===== src/rtl/core/mks_pkg.sv =====
// Package for the matrix keypad scanner: field widths, defaults, codes and shared types.
// No dependencies; every other file of the block imports it.
package mks_pkg;

    localparam int MKS_ROWS = 4;
    localparam int MKS_COLS = 4;

    localparam int COL_W      = 4;
    localparam int ROW_W      = 4;
    localparam int CODE_W     = 4;
    localparam int CFG_DATA_W = 16;
    localparam int CFG_ADDR_W = 1;

    localparam logic [CFG_DATA_W-1:0] SCAN_PERIOD_RST   = 16'd50;
    localparam logic [CFG_DATA_W-1:0] DEBOUNCE_TIME_RST = 16'd5;

    localparam logic [CFG_ADDR_W-1:0] REG_SCAN_PERIOD   = 1'b0;
    localparam logic [CFG_ADDR_W-1:0] REG_DEBOUNCE_TIME = 1'b1;

    typedef enum logic [1:0] {
        PH_SCAN     = 2'd0,
        PH_DEBOUNCE = 2'd1,
        PH_RELEASE  = 2'd2
    } phase_t;

    typedef struct packed {
        logic [ROW_W-1:0]  row_drive;
        logic              key_valid;
        logic [CODE_W-1:0] key_code;
    } mks_result_t;

endpackage


===== src/rtl/core/mks_if.sv =====
// Request channel interfaces of the keypad scanner: column samples in, key results out.
// Depends on mks_pkg for the field widths.
interface mks_in_if import mks_pkg::*; ();
    logic             valid;
    logic             ready;
    logic [COL_W-1:0] column_levels;

    modport source (output valid, output column_levels, input ready);
    modport sink (input valid, input column_levels, output ready);
endinterface

interface mks_out_if import mks_pkg::*; ();
    logic              valid;
    logic              ready;
    logic [ROW_W-1:0]  row_drive;
    logic              key_valid;
    logic [CODE_W-1:0] key_code;

    modport source (output valid, output row_drive, output key_valid, output key_code,
                    input ready);
    modport sink (input valid, input row_drive, input key_valid, input key_code,
                  output ready);
endinterface


===== src/rtl/core/mks_scan_core.sv =====
// Scan and debounce state machine of the keypad scanner, advanced once per accepted sample.
// Depends on mks_pkg for the phase type and the result struct.
module mks_scan_core import mks_pkg::*; #(
    parameter int ROWS = MKS_ROWS,
    parameter int COLS = MKS_COLS
) (
    input  logic                  clk,
    input  logic                  rst_n,
    input  logic                  step,
    input  logic [CFG_DATA_W-1:0] scan_period,
    input  logic [CFG_DATA_W-1:0] debounce_time,
    input  logic [COL_W-1:0]      column_levels,
    output mks_result_t           result
);

    localparam int RW = $clog2(ROWS);
    localparam int CW = $clog2(COLS);
    localparam int UC = (COLS < COL_W) ? COLS : COL_W;
    localparam logic [COL_W-1:0] COL_MASK = COL_W'((1 << UC) - 1);

    phase_t                phase_reg, phase_next;
    logic [RW-1:0]         active_row_reg, active_row_next;
    logic [CFG_DATA_W-1:0] tick_reg, tick_next;
    logic [CW-1:0]         held_column_reg, held_column_next;
    logic [COL_W-1:0]      prev_cols_reg;

    logic [COL_W-1:0]  cols;
    logic [COL_W-1:0]  fell;
    logic [CW-1:0]     fell_index;
    logic              held_bit;
    logic              debounce_done;
    logic              period_done;
    logic [31:0]       code_full;

    assign cols          = column_levels & COL_MASK;
    assign fell          = prev_cols_reg & ~cols & COL_MASK;
    assign debounce_done = (tick_reg >= debounce_time);
    assign period_done   = ({1'b0, tick_reg} + 17'd1) >= {1'b0, scan_period};

    always_comb
    begin
        held_bit   = 1'b0;
        fell_index = '0;
        for (int i = 0; i < COL_W; i++)
        begin
            if (32'(held_column_reg) == 32'(i))
            begin
                held_bit = cols[i];
            end
        end
        for (int i = COL_W - 1; i >= 0; i--)
        begin
            if (fell[i])
            begin
                fell_index = CW'(i);
            end
        end
    end

    always_comb
    begin
        phase_next = phase_reg;
        unique case (phase_reg)
            PH_DEBOUNCE:
            begin
                if (debounce_done)
                begin
                    phase_next = held_bit ? PH_SCAN : PH_RELEASE;
                end
            end
            PH_RELEASE:
            begin
                if (held_bit)
                begin
                    phase_next = PH_SCAN;
                end
            end
            default:
            begin
                phase_next = (fell != '0) ? PH_DEBOUNCE : PH_SCAN;
            end
        endcase
    end

    always_comb
    begin
        tick_next        = tick_reg;
        active_row_next  = active_row_reg;
        held_column_next = held_column_reg;
        result.key_valid = 1'b0;
        unique case (phase_reg)
            PH_DEBOUNCE:
            begin
                tick_next = debounce_done ? '0 : tick_reg + 16'd1;
            end
            PH_RELEASE:
            begin
                if (held_bit)
                begin
                    result.key_valid = 1'b1;
                    tick_next        = '0;
                end
            end
            default:
            begin
                if (fell != '0)
                begin
                    held_column_next = fell_index;
                    tick_next        = '0;
                end
                else if (period_done)
                begin
                    tick_next = '0;
                    if (32'(active_row_reg) + 32'd1 >= 32'(ROWS))
                    begin
                        active_row_next = '0;
                    end
                    else
                    begin
                        active_row_next = active_row_reg + RW'(1);
                    end
                end
                else
                begin
                    tick_next = tick_reg + 16'd1;
                end
            end
        endcase

        code_full       = 32'(active_row_reg) * 32'(COLS) + 32'(held_column_reg);
        result.key_code = result.key_valid ? code_full[CODE_W-1:0] : '0;
        for (int i = 0; i < ROW_W; i++)
        begin
            result.row_drive[i] = !(32'(active_row_next) == 32'(i));
        end
    end

    always_ff @(posedge clk or negedge rst_n)
    begin
        if (!rst_n)
        begin
            phase_reg       <= PH_SCAN;
            active_row_reg  <= '0;
            tick_reg        <= '0;
            held_column_reg <= '0;
            prev_cols_reg   <= COL_MASK;
        end
        else if (step)
        begin
            phase_reg       <= phase_next;
            active_row_reg  <= active_row_next;
            tick_reg        <= tick_next;
            held_column_reg <= held_column_next;
            prev_cols_reg   <= cols;
        end
    end

`ifndef SYNTHESIS
    a_idle_holds: assert property (@(posedge clk) disable iff (!rst_n)
        !step |=> $stable(phase_reg) && $stable(active_row_reg) && $stable(tick_reg))
        else $error("state changed without an accepted sample");

    a_fall_debounces: assert property (@(posedge clk) disable iff (!rst_n)
        step && phase_reg == PH_SCAN && fell != '0 |=> phase_reg == PH_DEBOUNCE && tick_reg == '0)
        else $error("column fall did not start debouncing");

    a_report_resumes: assert property (@(posedge clk) disable iff (!rst_n)
        step && result.key_valid |=> phase_reg == PH_SCAN && tick_reg == '0)
        else $error("key report did not return to scanning");

    a_row_frozen: assert property (@(posedge clk) disable iff (!rst_n)
        phase_reg == PH_DEBOUNCE || phase_reg == PH_RELEASE |=> $stable(active_row_reg))
        else $error("row advanced outside scanning");
`endif

endmodule


===== src/rtl/core/matrix_keypad_scanner.sv =====
// Top level of the matrix keypad scanner: configuration registers, request handshake and
// result register around mks_scan_core. Depends on mks_pkg and the interfaces in mks_if.
//
//   Channel  Direction  Carries                              Handshake
//   sample   in         column_levels                        valid / ready
//   result   out        row_drive, key_valid, key_code       valid / ready
//   cfg      in         cfg_index, cfg_data (write only)     cfg_we
//
// A new sample request is taken every cycle unless a stalled result keeps the result register full.
// The result of a sample appears on the next cycle from the result register.
// A stalled result holds the sample side only while the result register is full.
// Reset restores the scan state and loads scan_period 50 and debounce_time 5.
module matrix_keypad_scanner import mks_pkg::*; #(
    parameter int ROWS = MKS_ROWS,
    parameter int COLS = MKS_COLS
) (
    input  logic                  clk,
    input  logic                  rst_n,
    mks_in_if.sink                sample,
    mks_out_if.source             result,
    input  logic                  cfg_we,
    input  logic [CFG_ADDR_W-1:0] cfg_index,
    input  logic [CFG_DATA_W-1:0] cfg_data
);

    logic [CFG_DATA_W-1:0] scan_period_reg;
    logic [CFG_DATA_W-1:0] debounce_time_reg;
    logic                  out_valid_reg, out_valid_next;
    mks_result_t           out_reg;
    mks_result_t           core_result;
    logic                  accept;

    assign sample.ready   = !out_valid_reg || result.ready;
    assign accept         = sample.valid && sample.ready;
    assign out_valid_next = accept || (out_valid_reg && !result.ready);

    mks_scan_core #(
        .ROWS (ROWS),
        .COLS (COLS)
    ) u_core (
        .clk           (clk),
        .rst_n         (rst_n),
        .step          (accept),
        .scan_period   (scan_period_reg),
        .debounce_time (debounce_time_reg),
        .column_levels (sample.column_levels),
        .result        (core_result)
    );

    always_ff @(posedge clk or negedge rst_n)
    begin
        if (!rst_n)
        begin
            scan_period_reg   <= SCAN_PERIOD_RST;
            debounce_time_reg <= DEBOUNCE_TIME_RST;
            out_valid_reg     <= 1'b0;
        end
        else
        begin
            out_valid_reg <= out_valid_next;
            if (cfg_we)
            begin
                unique case (cfg_index)
                    REG_SCAN_PERIOD:   scan_period_reg   <= cfg_data;
                    REG_DEBOUNCE_TIME: debounce_time_reg <= cfg_data;
                    default:           scan_period_reg   <= scan_period_reg;
                endcase
            end
        end
    end

    always_ff @(posedge clk)
    begin
        if (accept)
        begin
            out_reg <= core_result;
        end
    end

    assign result.valid     = out_valid_reg;
    assign result.row_drive = out_reg.row_drive;
    assign result.key_valid = out_reg.key_valid;
    assign result.key_code  = out_reg.key_code;

endmodule


===== src/flat_wrapper.sv =====
// flat-port wrapper written by rule: the top's interface ports become plain ports
module matrix_keypad_scanner_flat import mks_pkg::*;
#(
    parameter int ROWS = MKS_ROWS,
    parameter int COLS = MKS_COLS
)
  (clk, rst_n, cfg_we, cfg_index, cfg_data, sample_valid, sample_column_levels, sample_ready, result_valid, result_row_drive, result_key_valid, result_key_code, result_ready);
  mks_in_if sample_i ();
  mks_out_if result_i ();
  input  logic clk;
  input  logic rst_n;
  input  logic cfg_we;
  input  logic [CFG_ADDR_W-1:0] cfg_index;
  input  logic [CFG_DATA_W-1:0] cfg_data;
  input wire logic [$bits(sample_i.valid)-1:0] sample_valid;
  input wire logic [$bits(sample_i.column_levels)-1:0] sample_column_levels;
  output wire logic [$bits(sample_i.ready)-1:0] sample_ready;
  output wire logic [$bits(result_i.valid)-1:0] result_valid;
  output wire logic [$bits(result_i.row_drive)-1:0] result_row_drive;
  output wire logic [$bits(result_i.key_valid)-1:0] result_key_valid;
  output wire logic [$bits(result_i.key_code)-1:0] result_key_code;
  input wire logic [$bits(result_i.ready)-1:0] result_ready;
  assign sample_i.valid = sample_valid;
  assign sample_i.column_levels = sample_column_levels;
  assign sample_ready = sample_i.ready;
  assign result_valid = result_i.valid;
  assign result_row_drive = result_i.row_drive;
  assign result_key_valid = result_i.key_valid;
  assign result_key_code = result_i.key_code;
  assign result_i.ready = result_ready;
  matrix_keypad_scanner #(.ROWS(ROWS), .COLS(COLS)) u_core (.clk(clk), .rst_n(rst_n), .sample(sample_i), .result(result_i), .cfg_we(cfg_we), .cfg_index(cfg_index), .cfg_data(cfg_data));
endmodule

===== config.mk =====
export PLATFORM = sky130hd
export DESIGN_NAME = matrix_keypad_scanner_flat
export DESIGN_NICKNAME = d
export VERILOG_FILES = /design/src/rtl/core/mks_pkg.sv /design/src/rtl/core/mks_if.sv /design/src/rtl/core/mks_scan_core.sv /design/src/rtl/core/matrix_keypad_scanner.sv /design/src/flat_wrapper.sv
export SDC_FILE = /design/constraint.sdc
export NUM_CORES = 1
export LEC_CHECK = 0
export ABC_AREA = 1
export BUFFER_PORTS_ARGS = -buffer_cell sky130_fd_sc_hd__buf_2
export CORE_UTILIZATION = 38
export CTS_BUF_LIST = sky130_fd_sc_hd__clkbuf_8
export CTS_CLUSTER_SIZE = 16
export DETAILED_ROUTE_END_ITERATION = 10
export SYNTH_ARGS = -nofsm -noshare
export SYNTH_HDL_FRONTEND = slang
export SYNTH_SLANG_ARGS = --single-unit

===== constraint.sdc =====
create_clock -name clk -period 3.39 [get_ports clk]
set_clock_uncertainty 0.1 [all_clocks]
set_input_delay 0.5085 -clock clk [delete_from_list [all_inputs] [get_ports clk]]
set_output_delay 0.5085 -clock clk [all_outputs]
set_load 0.005 [all_outputs]

Yosys cells after proc, flatten, opt, wreduce, memory -nomap -nowiden:

Cells that the tools add are included.

* add/sub/neg operators: 5
* magnitude comparators: 3
* equal/unequal tests: 10
* muxes and demuxes: 24
* bitwise logic cells: 4
* reductions and logical operators: 19

Operator list (count)
* $mux W16: 4
* $pmux W16 S2: 1
* $mux W2: 11
* $add A16 B1 Y17 const B: 1
* $ge A17 B16 Y1: 1
* $add A16 B1 Y16 const B: 1
* $ge A16 B16 Y1: 1
* $eq A2 B2 Y1 const B: 5
* $mux W1: 7
* $eq A2 B1 Y1 const B: 3
* $logic_not A1 Y1: 6
* $reduce_and A2 Y1: 3
* $reduce_and A3 Y1: 2
* $add A4 B2 Y4: 1
* $and A4 B4 Y4: 1
* $logic_not A2 Y1: 2
* $ne A2 B2 Y1 const B: 2
* $not A4 Y4: 1
* $pmux W2 S2: 1
* $reduce_bool A4 Y1: 1
* $add A2 B1 Y3 const B: 1
* $ge A3 B3 Y1 const B: 1
* $add A2 B1 Y2 const B: 1
* $logic_and A1 B1 Y1: 2
* other kinds (3): 5

* bits in registers: 68
* bits of input ports: 26
* output and inout port bits: 11
* logic and storage cells: 76

Depth between registers and ports, before layout:

* word-level depth: 8
* gate-level depth with buffers: 21

Cells and area by module:

A second synthesis with hierarchy kept.

* cell total of the unflattened synthesis: 537
* area, all modules: 4249.1 um^2

Modules (own cells, without submodules)
* mks_scan_core: times used 1, cells an instance 382, area an instance 2607.5 um^2
* matrix_keypad_scanner: times used 1, cells an instance 155, area an instance 1641.6 um^2

Least setup slack after synthesis:

No wires, ideal clock.

* kind: register to register
* start: reg u_core.u_core.tick_reg[0]
* end: reg u_core.out_reg (netlist bit u_core.result.row_drive[2]), data pin
* setup time: 0.253 ns
* data arrival time: 2.341 ns
* data required time: 3.037 ns
* setup slack: 0.697 ns
* stages on the path, launching flop included: 19
* buffers on the path: 0
* clock period less this slack: 2.693 ns
* cell sequence: dfrtp_1 -> ha_1 -> nand2_1 -> nor2_4 -> nand3_1 -> nor2_1 -> xor2_1 -> ha_1 -> nand2_1 -> nor3_1 -> inv_1 -> nor2_1 -> nand2_1 -> nand2_2 -> nand3_1 -> nand2_2 -> nand2_2 -> inv_2 -> nand2_1

RTL lines
* start: declaration: RTL line mks_scan_core.sv:23 `logic [CFG_DATA_W-1:0] tick_reg, tick_next;`
* start signal: assignment: RTL line mks_scan_core.sv:152 `tick_reg <= tick_next;`
* end signal: assignment: RTL line matrix_keypad_scanner.sv:76 `out_reg <= core_result;`
* end: declaration: RTL line matrix_keypad_scanner.sv:29 `mks_result_t out_reg;`

==> flow_summary.yaml <==
placement:
  post-place-cells: 664
  dpl.hpwl_um: 6050
  numPortBuffers: 36
  place.gp.congestion: 0.860
  post-place-ws_ns: 0.402
floorplan:
  initial_core_util_pct: 39.2
  dieArea_mm2: 0.0110
  ios: 37
  die_x_um: 105
  die_h_um: 105
  rows: 37
  coreArea_mm2: 0.0103
pwr:
  power.leakage_nw: 2.42
  peakVddDrop_mv: 0.285
  comb_power_share_pct: 26.9
  powerDensity_mw_per_mm2: 494
  clkPwrFrac_pct: 27.6
  p_int_w: 0.00142
  finalPower_w: 0.00223
  switchingPower_w: 0.000811
  p_seq_share_pct: 45.6
  p_sw_share_pct: 36.4
timing:
  period_needed_ns: 3.05
  fin_tns_setup_ns: 0
  slew_violations: 0
  fin_hold_ws_ns: 0.246
  setup_viol: 0
  tightestPinTransition_ns: 1.05
  final.period_utilization_pct: 89.8
  slew_headroom_pct: 30.2
  rsz0062_at_grt: "false"
  timing.final.ws_setup_ns: 0.345
  hold_viol_final: 0
  fmax_mhz: 328
synthesis:
  syn_area_mm2: 0.00403
  ys_types: 33
  synth-seq-cells: 68
  ys_warn_count: 0
  syn_inst: 499
  ys_seq_area_share_pct: 43.7
  syn_nets: 561
  avgSynthCellArea_um2: 8.07
drt:
  drt-pass1-iter-count: 5
  route.detailed.wl_per_inst_um: 12.2
  vias: 3263
  drt_iter0_drc: 264
  wirelength_um: 8330
  drt-vias-per-instance: 4.80
  final_antenna_net_count: 0
  drc: 0
finish:
  area_growth_pct: 12.0
  diodes: 0
  stdcell_count: 680
  drive_gt1_share_pct: 14.3
  layout.nets: 601
grt:
  grt_max_degree: 46
  grt_use_total_pct: 16.5
  overflow: 0
  antenna_found_initial: 0
  grt_pass1_vias: 3081
  grt_pass1_wl_um: 14400
clocking:
  cts_root_buffer: "clkbuf_8"
  cts_sinks: 68
  clk_latency_ns: 0.35
  clock_path_buffers: 2
  cts_tree: "done"
  holdBufCountCts: 0
  cts.clk_slew.worst_paths_ns: 0.09
  cts_made_buffers: 9
  htreeDepth: 3
  cts-resized-gates: 0
  post-cts-setup-buffers: 0
worst_hold_path:
  hp-class: "in -> async"
critical_path:
  critical_path_class: "reg -> reg"
  crit_chain: "ha_1, nand2_1, nor2_4, nand3_1, xor2_1, inv_1, ha_1, nand2_1, nor3_1, inv_1, nor2_1, nand2_1, nand2_2, nand3_1, nand2_2, nand2_2, inv_2, nand2_1"
  path_max_fanout: 5
  path_common_cell: "nand2_1"
  cp_slowest_stage_delay_ns: 0.45
  crit_required_ns: 3.39
  startpoint_type: "register"
  crit_slowest_cell: "dfrtp_1"
  crit_family: "simple AND/OR/NAND/NOR gates"
  cp-end-kind: "register"
  arrival_ns: 3.05
  crit_buf_inv: 3
run:
  drv_cap: 0
run_status:
  status: "completed"
## power by group through the flow
stage	Sequential, W	Clock, W	Combinational, W
2_1_floorplan	0.00102	0	0.000436
3_3_place_gp	0.00103	0	0.000591
3_5_place_dp	0.00103	0	0.000603
4_1_cts	0.00102	0.000636	0.000609
5_1_grt	0.00103	0.000667	0.000688
6_report	0.00102	0.000615	0.000599
## per-stage QoR
step / instance area (um^2) / utilization (%)
finish: 4510 / 43.9
global placement: 4330 / 42.2
CTS: 4510 / 43.9
detailed placement: 4330 / 42.2
global route: 4510 / 43.9
floorplan: 4030 / -
## synthesized netlist by cell type
library cell	instances	share of area [%]
xnor2_1	4	0.87
o21ai_2	1	0.22
inv_1	87	8.1
buf_4	1	0.19
nor2_2	2	0.31
dfstp_2	9	5.9
nor2_4	2	0.56
a32oi_1	1	0.22
nand2_2	5	0.78
ha_1	36	11
nand2_4	2	0.56
buf_1	1	0.093
edfxtp_1	9	6.7
nand2_1	143	13
dfrtp_1	50	31
nand4_1	23	3.6
o21bai_1	1	0.19
o21ai_0	46	5.7
nor3_4	1	0.40
xor2_1	9	2.0
buf_8	1	0.37
nand3_1	11	1.4
nor3b_2	1	0.31
clkbuf_1	5	0.47
nor2_1	24	2.2
clkinv_1	1	0.093
clkbuf_4	1	0.19
dlymetal6s2s_1	1	0.31
a21oi_1	14	1.7
nor3_1	4	0.50
inv_2	1	0.093
o21a_1	1	0.19
a21o_1	1	0.19
## routing by layer
| metal | vias to the layer above | wire, um | track usage (%) |
|---|---|---|---|
| li1 | 1668 | - | - |
| met1 | 1517 | 4020 | 21.8 |
| met2 | 66 | 3810 | 27.0 |
| met3 | 12 | 364 | 3.31 |
| met4 | 0 | 133 | 5.43 |
| met5 | - | 0 | 0 |
## area by class of cell
cell class | instances | area [um^2]
Fill cell | 1090 | 5770
Multi-Input combinational cell | 332 | 1870
Sequential cell | 68 | 1760
Inverter | 89 | 334
Timing Repair Buffer | 39 | 203
Tap cell | 136 | 170
Clock buffer | 9 | 124
Clock inverter | 7 | 51.3
## layout by cell type (no fill, tap or decap), drive strengths merged
master,netlist,final
a21o,1,1
a21oi,14,14
a32oi,1,1
buf,3,39
clkbuf,6,9
clkinv,1,3
clkinvlp,0,2
dfrtp,50,50
dfstp,9,9
edfxtp,9,9
ha,36,36
inv,88,91
nand2,150,150
nand3,11,11
nand4,23,23
nor2,28,28
nor3,5,5
nor3b,1,1
o21a,1,1
o21ai,47,47
o21bai,1,1
xnor2,4,4
xor2,9,9
## cell families (layout without fill, tap and decap cells)
logic type / Yosys count / after routing / share of synthesized area (%)
AO/OA/AOI/OAI: 65 / 65 / 8.46
XOR/XNOR: 13 / 13 / 2.83
flip-flops: 68 / 68 / 43.7
adder cells (fa/ha/maj): 36 / 36 / 11.2
buffers and inverters: 99 / 144 / 9.92
AND/OR/NAND/NOR: 218 / 218 / 23.9
## path summary, 6_finish.rpt
path	start	end	slack (ns)	depth (start not counted)
worst max-delay path	u_core.u_core.tick_reg[0]	u_core.result.row_drive[3]	0.34	18
worst max register to register	u_core.u_core.tick_reg[0]	u_core.result.row_drive[3]	0.34	18
max in group asynchronous	rst_n	u_core.u_core.prev_cols_reg[2]	2.19	2
worst min-delay path	rst_n	u_core.scan_period_reg[2]	0.25	1
worst min register to register	u_core.debounce_time_reg[6]	u_core.debounce_time_reg[6]	0.39	2
min in group clk	sample_valid	u_core.result.valid	0.26	3
Note: power is estimated with default switching activity, not from simulation.
